## src/rtl/core/smpd_pkg.sv

```systemverilog
// Shared types and constants for the sync marker packet deframer.
// Used by smpd_front, smpd_queue, smpd_back and sync_marker_packet_deframer.
package smpd_pkg;

	// Header window
	localparam int unsigned WIN_LEN    = 10;
	localparam int unsigned FILL_W     = 4;
	localparam int unsigned SKIP_W     = 17;
	localparam int unsigned BYTE_W     = 8;
	localparam int unsigned LEN_W      = 16;
	localparam int unsigned PKT_NUM_W  = 16;

	// Configuration port
	localparam int unsigned CFG_IDX_W  = 3;
	localparam int unsigned CFG_DATA_W = 32;

	// Register indexes
	localparam logic [CFG_IDX_W-1:0] REG_SYNC_WORD      = 3'd0;
	localparam logic [CFG_IDX_W-1:0] REG_TYPE_VALUE     = 3'd1;
	localparam logic [CFG_IDX_W-1:0] REG_FLAGS_VALUE    = 3'd2;
	localparam logic [CFG_IDX_W-1:0] REG_SEQUENCE_VALUE = 3'd3;
	localparam logic [CFG_IDX_W-1:0] REG_EXCLUDED_APID  = 3'd4;

	// Register reset values
	localparam logic [31:0] SYNC_WORD_RST      = 32'h352E_F853;
	localparam logic [7:0]  TYPE_VALUE_RST     = 8'h0A;
	localparam logic [7:0]  FLAGS_VALUE_RST    = 8'hC0;
	localparam logic [7:0]  SEQUENCE_VALUE_RST = 8'h01;
	localparam logic [7:0]  EXCLUDED_APID_RST  = 8'h22;

	// Result queue depth default
	localparam int unsigned QUEUE_DEPTH_DEF = 2;

	// Stream widths
	localparam int unsigned S_TDATA_W = 8;
	localparam int unsigned M_TDATA_W = 40;

	typedef struct packed {
		logic [BYTE_W-1:0]    apid;
		logic [LEN_W-1:0]     pkt_len;
		logic                 is_excluded;
		logic [PKT_NUM_W-1:0] packet_number;
	} result_t;

	typedef struct packed {
		logic    push;
		result_t data;
	} push_t;

endpackage

```

## src/rtl/core/smpd_front.sv

```systemverilog
// Front part: accepts stream bytes, keeps the header window, tests candidates
// and pushes matches into the result queue. Holds the configuration registers.
// Depends on smpd_pkg.
module smpd_front (
	input  logic                               clk,
	input  logic                               arst_n,
	input  logic                               cfg_wen,
	input  logic [smpd_pkg::CFG_IDX_W-1:0]     cfg_index,
	input  logic [smpd_pkg::CFG_DATA_W-1:0]    cfg_data,
	input  logic                               s_tvalid,
	output logic                               s_tready,
	input  logic [smpd_pkg::S_TDATA_W-1:0]     s_tdata,
	input  logic                               queue_full,
	output smpd_pkg::push_t                    push
);

	logic [31:0] sync_word_q;
	logic [7:0]  type_value_q;
	logic [7:0]  flags_value_q;
	logic [7:0]  sequence_value_q;
	logic [7:0]  excluded_apid_q;

	logic [smpd_pkg::BYTE_W-1:0]    window_q [smpd_pkg::WIN_LEN];
	logic [smpd_pkg::BYTE_W-1:0]    window_nxt [smpd_pkg::WIN_LEN];
	logic [smpd_pkg::FILL_W-1:0]    fill_q;
	logic [smpd_pkg::SKIP_W-1:0]    skip_q;
	logic [smpd_pkg::PKT_NUM_W-1:0] found_q;

	logic                           accept;
	logic                           full_window;
	logic                           header_ok;
	logic                           match;
	logic [smpd_pkg::LEN_W-1:0]     len;
	logic [31:0]                    marker;

	// Configuration registers
	always_ff @(posedge clk or negedge arst_n) begin
		if (!arst_n) begin
			sync_word_q      <= smpd_pkg::SYNC_WORD_RST;
			type_value_q     <= smpd_pkg::TYPE_VALUE_RST;
			flags_value_q    <= smpd_pkg::FLAGS_VALUE_RST;
			sequence_value_q <= smpd_pkg::SEQUENCE_VALUE_RST;
			excluded_apid_q  <= smpd_pkg::EXCLUDED_APID_RST;
		end else if (cfg_wen) begin
			case (cfg_index)
				smpd_pkg::REG_SYNC_WORD:      sync_word_q      <= cfg_data;
				smpd_pkg::REG_TYPE_VALUE:     type_value_q     <= cfg_data[7:0];
				smpd_pkg::REG_FLAGS_VALUE:    flags_value_q    <= cfg_data[7:0];
				smpd_pkg::REG_SEQUENCE_VALUE: sequence_value_q <= cfg_data[7:0];
				smpd_pkg::REG_EXCLUDED_APID:  excluded_apid_q  <= cfg_data[7:0];
				default: ;
			endcase
		end
	end

	// Accept while the queue can take a result
	assign s_tready = !queue_full;
	assign accept   = s_tvalid && s_tready;

	// Shift the new byte in at the young end
	always_comb begin
		for (int i = 0; i < smpd_pkg::WIN_LEN - 1; i++) begin
			window_nxt[i] = window_q[i+1];
		end
		window_nxt[smpd_pkg::WIN_LEN-1] = s_tdata;
	end

	// Test the candidate at the oldest byte of the shifted window
	assign full_window = (fill_q >= smpd_pkg::FILL_W'(smpd_pkg::WIN_LEN - 1));
	assign marker      = {window_nxt[0], window_nxt[1], window_nxt[2], window_nxt[3]};
	assign header_ok   = (marker == sync_word_q) &&
	                     (window_nxt[4] == type_value_q) &&
	                     (window_nxt[6] == flags_value_q) &&
	                     (window_nxt[7] == sequence_value_q);
	assign match       = accept && full_window && (skip_q == '0) && header_ok;
	assign len         = {window_nxt[8], window_nxt[9]};

	// Window, fill, skip and packet count
	always_ff @(posedge clk or negedge arst_n) begin
		if (!arst_n) begin
			for (int i = 0; i < smpd_pkg::WIN_LEN; i++) begin
				window_q[i] <= '0;
			end
			fill_q  <= '0;
			skip_q  <= '0;
			found_q <= '0;
		end else if (accept) begin
			window_q <= window_nxt;
			if (!full_window) begin
				fill_q <= fill_q + 1'b1;
			end
			if (full_window) begin
				if (skip_q != '0) begin
					skip_q <= skip_q - 1'b1;
				end else if (header_ok) begin
					skip_q <= smpd_pkg::SKIP_W'(len) + smpd_pkg::SKIP_W'(3);
					if (found_q != '1) begin
						found_q <= found_q + 1'b1;
					end
				end
			end
		end
	end

	// Build the result for the queue
	always_comb begin
		push.push               = match;
		push.data.apid          = window_nxt[5];
		push.data.pkt_len       = len;
		push.data.is_excluded   = (window_nxt[5] == excluded_apid_q);
		push.data.packet_number = found_q;
	end

endmodule

```

## src/rtl/core/smpd_queue.sv

```systemverilog
// Short result queue between the front and back parts.
// Depends on smpd_pkg.
module smpd_queue #(
	parameter int unsigned DEPTH = smpd_pkg::QUEUE_DEPTH_DEF
) (
	input  logic              clk,
	input  logic              arst_n,
	input  smpd_pkg::push_t   push,
	input  logic              pop,
	output logic              full,
	output logic              not_empty,
	output smpd_pkg::result_t head
);

	localparam int unsigned PTR_W = (DEPTH > 1) ? $clog2(DEPTH) : 1;
	localparam int unsigned CNT_W = $clog2(DEPTH + 1);

	smpd_pkg::result_t  entry_q [DEPTH];
	logic [PTR_W-1:0]   wr_ptr_q;
	logic [PTR_W-1:0]   rd_ptr_q;
	logic [CNT_W-1:0]   count_q;
	logic               do_push;
	logic               do_pop;

	assign full      = (count_q == CNT_W'(DEPTH));
	assign not_empty = (count_q != '0);
	assign head      = entry_q[rd_ptr_q];
	assign do_push   = push.push && !full;
	assign do_pop    = pop && not_empty;

	// Store pushed results
	always_ff @(posedge clk) begin
		if (do_push) begin
			entry_q[wr_ptr_q] <= push.data;
		end
	end

	// Advance pointers and count
	always_ff @(posedge clk or negedge arst_n) begin
		if (!arst_n) begin
			wr_ptr_q <= '0;
			rd_ptr_q <= '0;
			count_q  <= '0;
		end else begin
			if (do_push) begin
				wr_ptr_q <= (wr_ptr_q == PTR_W'(DEPTH - 1)) ? '0 : wr_ptr_q + 1'b1;
			end
			if (do_pop) begin
				rd_ptr_q <= (rd_ptr_q == PTR_W'(DEPTH - 1)) ? '0 : rd_ptr_q + 1'b1;
			end
			if (do_push && !do_pop) begin
				count_q <= count_q + 1'b1;
			end else if (do_pop && !do_push) begin
				count_q <= count_q - 1'b1;
			end
		end
	end

endmodule

```

## src/rtl/core/smpd_back.sv

```systemverilog
// Back part: output register that takes results from the queue and
// presents them on the master stream. Depends on smpd_pkg.
module smpd_back (
	input  logic                           clk,
	input  logic                           arst_n,
	input  logic                           q_not_empty,
	input  smpd_pkg::result_t              q_head,
	output logic                           q_pop,
	output logic                           m_tvalid,
	input  logic                           m_tready,
	output logic [smpd_pkg::M_TDATA_W-1:0] m_tdata,
	output logic                           m_tuser
);

	logic              out_valid_q;
	smpd_pkg::result_t out_q;

	// Load when the register is empty or being taken
	assign q_pop = q_not_empty && (!out_valid_q || m_tready);

	always_ff @(posedge clk or negedge arst_n) begin
		if (!arst_n) begin
			out_valid_q <= 1'b0;
		end else if (q_pop) begin
			out_valid_q <= 1'b1;
		end else if (m_tready) begin
			out_valid_q <= 1'b0;
		end
	end

	always_ff @(posedge clk) begin
		if (q_pop) begin
			out_q <= q_head;
		end
	end

	assign m_tvalid = out_valid_q;
	assign m_tdata  = {out_q.packet_number, out_q.pkt_len, out_q.apid};
	assign m_tuser  = out_q.is_excluded;

endmodule

```

## src/rtl/core/sync_marker_packet_deframer.sv

```systemverilog
// Sync marker packet deframer, top level.
// Throughput: one byte per cycle; s_tready drops only while the result queue is
// full behind a stalled receiver. A matching header's result is written into the
// queue when its last byte is accepted, then loaded into the output register that
// drives m_tvalid. Reset clears window fill, skip count, packet counter, queue and
// output register, and loads the register defaults.
module sync_marker_packet_deframer #(
	parameter int unsigned QUEUE_DEPTH = smpd_pkg::QUEUE_DEPTH_DEF
) (
	input  logic                            clk,
	input  logic                            arst_n,
	// Configuration writes
	input  logic                            cfg_wen,
	input  logic [smpd_pkg::CFG_IDX_W-1:0]  cfg_index,
	input  logic [smpd_pkg::CFG_DATA_W-1:0] cfg_data,
	// Input bytes
	input  logic                            s_tvalid,
	output logic                            s_tready,
	input  logic [smpd_pkg::S_TDATA_W-1:0]  s_tdata,   // [7:0] data_byte
	// Results
	output logic                            m_tvalid,
	input  logic                            m_tready,
	// [7:0] apid, [23:8] pkt_len, [39:24] packet_number
	output logic [smpd_pkg::M_TDATA_W-1:0]  m_tdata,
	output logic                            m_tuser    // [0] is_excluded
);

	smpd_pkg::push_t   push;
	smpd_pkg::result_t q_head;
	logic              q_full;
	logic              q_not_empty;
	logic              q_pop;

	smpd_front u_front (
		.clk        (clk),
		.arst_n     (arst_n),
		.cfg_wen    (cfg_wen),
		.cfg_index  (cfg_index),
		.cfg_data   (cfg_data),
		.s_tvalid   (s_tvalid),
		.s_tready   (s_tready),
		.s_tdata    (s_tdata),
		.queue_full (q_full),
		.push       (push)
	);

	smpd_queue #(
		.DEPTH (QUEUE_DEPTH)
	) u_queue (
		.clk       (clk),
		.arst_n    (arst_n),
		.push      (push),
		.pop       (q_pop),
		.full      (q_full),
		.not_empty (q_not_empty),
		.head      (q_head)
	);

	smpd_back u_back (
		.clk         (clk),
		.arst_n      (arst_n),
		.q_not_empty (q_not_empty),
		.q_head      (q_head),
		.q_pop       (q_pop),
		.m_tvalid    (m_tvalid),
		.m_tready    (m_tready),
		.m_tdata     (m_tdata),
		.m_tuser     (m_tuser)
	);

endmodule

```

## config.mk

```make
export PLATFORM = sky130hd
export DESIGN_NAME = sync_marker_packet_deframer
export DESIGN_NICKNAME = d
export VERILOG_FILES = /design/src/rtl/core/smpd_pkg.sv /design/src/rtl/core/smpd_front.sv /design/src/rtl/core/smpd_queue.sv /design/src/rtl/core/smpd_back.sv /design/src/rtl/core/sync_marker_packet_deframer.sv
export SDC_FILE = /design/constraint.sdc
export NUM_CORES = 1
export LEC_CHECK = 0
export BUFFER_PORTS_ARGS = -buffer_cell sky130_fd_sc_hd__buf_4
export CAP_MARGIN = 10
export CORE_UTILIZATION = 40
export DETAILED_ROUTE_END_ITERATION = 10
export PLACE_DENSITY_LB_ADDON = 0.15
export SLEW_MARGIN = 20
export SYNTH_ARGS = -nofsm -noshare
export SYNTH_HDL_FRONTEND = slang
export SYNTH_SLANG_ARGS = --single-unit
```

## constraint.sdc

```tcl
create_clock -name clk -period 5.1 [get_ports clk]
set_input_delay 0.51 -clock clk [delete_from_list [all_inputs] [get_ports clk]]
set_output_delay 0.51 -clock clk [all_outputs]
set_load 0.1 [all_outputs]
```

==> results.txt <==
- The setup path with the least slack is of type flop to flop.
- Once routing completed, OpenROAD measured the worst setup slack at 1910 ps.
- Most common cell in the synthesized netlist: mux2_2
* Die ar.: 32400 um2
- Wires add up to ~26 mm.
* Clock transition at the register clock pins on the worst setup and hold paths after CTS: 60 ps
* Number of nets in the final layout: 1026
- Final hold analysis gives a worst-case slack of between 100 and 150 ps.
* CTS sink cnt: 301
- Launch point of the critical path: u_front.sync_word_q[11]
* Mean post-synth cell area: around 15 um2
* Overall die width: 180 um
- The clock passes through at most 3 buffers.
- On the worst path, the slowest cell contributes a delay of roughly 900 ps.
* First-pass GRT wire length: 42.2 mm
* Pin count of the biggest net entering global routing: 102
- Synth Register Bits: 301
* Crit-path most repeated cell: nand4_1
- Quantity of hold-fixing buffers added after cts: 0
- At the pin with the least slew margin, the transition time is 1060 ps.
* Count of routing violations after the opening detailed-route iteration: 527
- OpenSTA, run right after detailed placement, puts the worst setup slack at between 1500 and 2000 ps.
- In the final routed layout, each cell accounts on average for 18.8 um.
* Sequential area share after synthesis: 64.5%
* Crit path arrival time: 3310 ps
- Tightest slew margin relative to the limit: around 30%
- After detailed routing, the number of remaining DRC violations is 14.
* Clock tree from TritonCTS: yes
* Grt ovf: 0
* Required time reported for the critical path endpoint: ~5200 ps
- Setup bufs post-CTS: 0
- Leaving out filler cells and counting taps, the final layout contains 1391.
- Number of nets with antenna violations after routing: 0
* Initial standard-cell utilization of the core: about 40%
* HPWL after DPL: 17.6 mm
* Clock latency reported for the late side of the worst-skew pair: 510 ps
- Multi-input combinational cell area: 4320 um2
- The synthesized design spends more area on one cell type than any other, namely dfrtp_1.
* Avg Vias per Cell: approximately 5
* Total inserted antenna cells: 0
- The run finished, with violations left.
- H-tree depth: 2
- Worst R2R Setup Slack: between 1500 and 2000 ps
- Worst path top cell family by delay: simple AND/OR/NAND/NOR gates
- Summing over every cut layer, the via total after detailed routing is 7169.
* Number of unique standard cell types used by synthesis: 53
- Path depth of the worst reg2reg path: 6
* Netlist Area Pre-Place: 12700 um2
* Total I/O pin count: 91
- Yosys Warn Count: 0
- The path class of the tightest hold or removal check is primary input to async pin.
- Quantity of I/O buffers inserted on ports: 90
- Sequential standard cell area: 8180 um2
- Fill cell instance count of the final layout: between 2000 and 3000
- The number of buffers and inverters on the critical path is 0.
* Type of element capturing the critical path: flop
- Post-synthesis async set-or-reset flop share: 59.1%
- GP Congestion: 0.817
- IR analysis of the VDD net gives a maximum drop of 208 uV.
- Via count of the first global-routing pass: 7275
- Overall fraction of global-route tracks in use: 16.7%
- The floorplan step set the die height to 180 um.
- The final number of max-transition violations is 0.
* Post-route minimum period: 3190 ps
- Ranked by total cell area, the synthesized netlist is headed by dfrtp_1 30%, edfxtp_1 29%, mux2_2 16%.
* Pre-antenna DRT Iters: 9
- In the final layout, the share of cells above drive strength 1 is 37.4%.
- For this design the ratio of total power to cell area is 462 nW/um2.
* Post-synth net total: 917
* Number of flops mapped to enable cells by yosys: 123
* Total stage count of the critical path: 6
- Final worst path period share: between 60% and 70%
- Between clock sinks in the finished design, the worst skew comes to 15.3 ps.
- Count of maximum capacitance violations: 0
- Startpoint type of the worst setup path: flop
* Highest net fanout along the worst path: 41
- Final setup vio count: 0
* Floorplan Core Area: 30900 um2
* Critical path's slowest cell: and2_2
- The top cell type by area accounts for 30.4% of the synthesized area.
* Synth Flop Type: dfrtp_1
- In this run the core area contains 64 standard-cell rows.
* Clk Tree Root Cell: clkbuf_16
- Most frequent cells after synthesis: 177 x mux2_2, 154 x dfrtp_1, 123 x edfxtp_1, 89 x xnor2_1, 37 x nand4_1
- Hold violation count in the final report: 0
* Number of instances in the placed design: 1330
- RSZ-0062 raised after global routing: false
- Synthesis produced 861 cells.
- Resized cells post-CTS: 0
- The critical path goes through xnor2_1, nand4_1, nor4_1, nand4_1, nor2_2, and2_2.
* RR Startpoint: u_front.sync_word_q[11]
* Initial antenna violation count: 1
- Final setup TNS: 0 ps
- Summed over all cells, the static leakage comes to just under 6 nW.
- Max Fclk: between 300 and 400 MHz
- Violated checks: DRC
* Area growth from synthesis to layout: 18.2%
* Number of buffers created by CTS: 34
## power by group
part / total [mW] / leakage (nW) / internal [mW] / switching (mW)
clock: 2.49 / 0.558 / 1.53 / 0.958
sequential: 3.30 / 3.27 / 2.92 / 0.376
combinational: 1.12 / 1.99 / 0.582 / 0.538
total: 6.91 / 5.82 / 5.04 / 1.87
## logic make-up (layout without fill, tap and decap cells)
logic type / Yosys count / after routing / share of synthesized area [%]
flip-flops: 301 / 301 / 64.5
multiplexers: 179 / 179 / 15.9
AND/OR/NAND/NOR: 177 / 177 / 7.87
XOR/XNOR: 97 / 97 / 6.71
AO/OA/AOI/OAI: 54 / 54 / 2.60
buffers and inverters: 45 / 179 / 1.56
adder cells (fa/ha/maj): 8 / 8 / 0.790
## state kept, by name (all words and copies together), names as in the netlist
name,flops
u_front.sync_word_q,32
u_front.found_q,16
u_queue.count_q,2
u_queue.entry_q,82
u_front.push,16
u_front.type_value_q,8
u_front.window_nxt,24
u_back.m_tvalid,1
u_front.flags_value_q,8
u_front.fill_q,4
u_front.skip_q,17
u_queue.rd_ptr_q,1
u_back.m_tdata,40
u_front.marker,32
u_queue.wr_ptr_q,1
u_front.excluded_apid_q,8
u_front.sequence_value_q,8
u_back.m_tuser,1
## cell usage in the layout (no fill, tap or decap), types with 7 or more instances in the layout
cell / netlist / final
mux2_2: 177 / 177
dfrtp_1: 154 / 153
edfxtp_1: 123 / 123
buf_4: 2 / 100
xnor2_1: 89 / 89
nand4_1: 37 / 37
nand2_1: 36 / 35
clkbuf_16: 0 / 35
nand3_1: 27 / 27
dfstp_2: 24 / 24
nor2_1: 22 / 22
a21oi_1: 20 / 20
inv_1: 17 / 16
o21ai_0: 15 / 15
nor4_1: 10 / 10
clkbuf_1: 16 / 10
and3_1: 9 / 9
xor2_1: 8 / 8
ha_1: 8 / 8
nor3_1: 8 / 7
## cell type report
type / instances / area share, %
repair buffers: 101 / 5.09
clock buffers: 49 / 6.47
inverters: 17 / 0.426
clock inverters: 12 / 1.23
well taps: 396 / 3.31
flip-flops and latches: 301 / 54.6
multi-input cells: 515 / 28.8
## worst paths after layout
kind,endpoint
worst max-delay path,u_queue.entry_q[1][17]
worst min-delay path,u_front.marker[19]
worst max register to register,u_queue.entry_q[1][17]
worst min register to register,u_front.fill_q[3]
max in group asynchronous,u_front.excluded_apid_q[5]
min in group clk,u_queue.entry_q[1][23]
## worst register-to-register path: stages (launching register included)
cell and delay, ps:
dfstp_2 530, xnor2_1 170, nand4_1 130, nor4_1 360, nand4_1 390, nor2_2 310, and2_2 900
## per-layer routing
| metal | up-vias | track usage (%) | wire, um |
|---|---|---|---|
| li1 | 3373 | - | - |
| met1 | 3588 | 23.2 | 12200 |
| met2 | 157 | 26.4 | 12100 |
| met3 | 49 | 3.22 | 1080 |
| met4 | 2 | 5.34 | 646 |
| met5 | - | 0 | 13 |
## metrics by stage
step | cell area [um2] | power [mW] | util, %
after floorplan | 12700 | 4.06 | -
final | 15000 | 6.91 | 48.4
after global placement | 13800 | 4.46 | 44.7
after detailed placement | 13800 | 4.48 | 44.7
after CTS | 15000 | 7.00 | 48.4
after global routing | 15000 | 7.26 | 48.4
(Power assumes the default switching activity.)
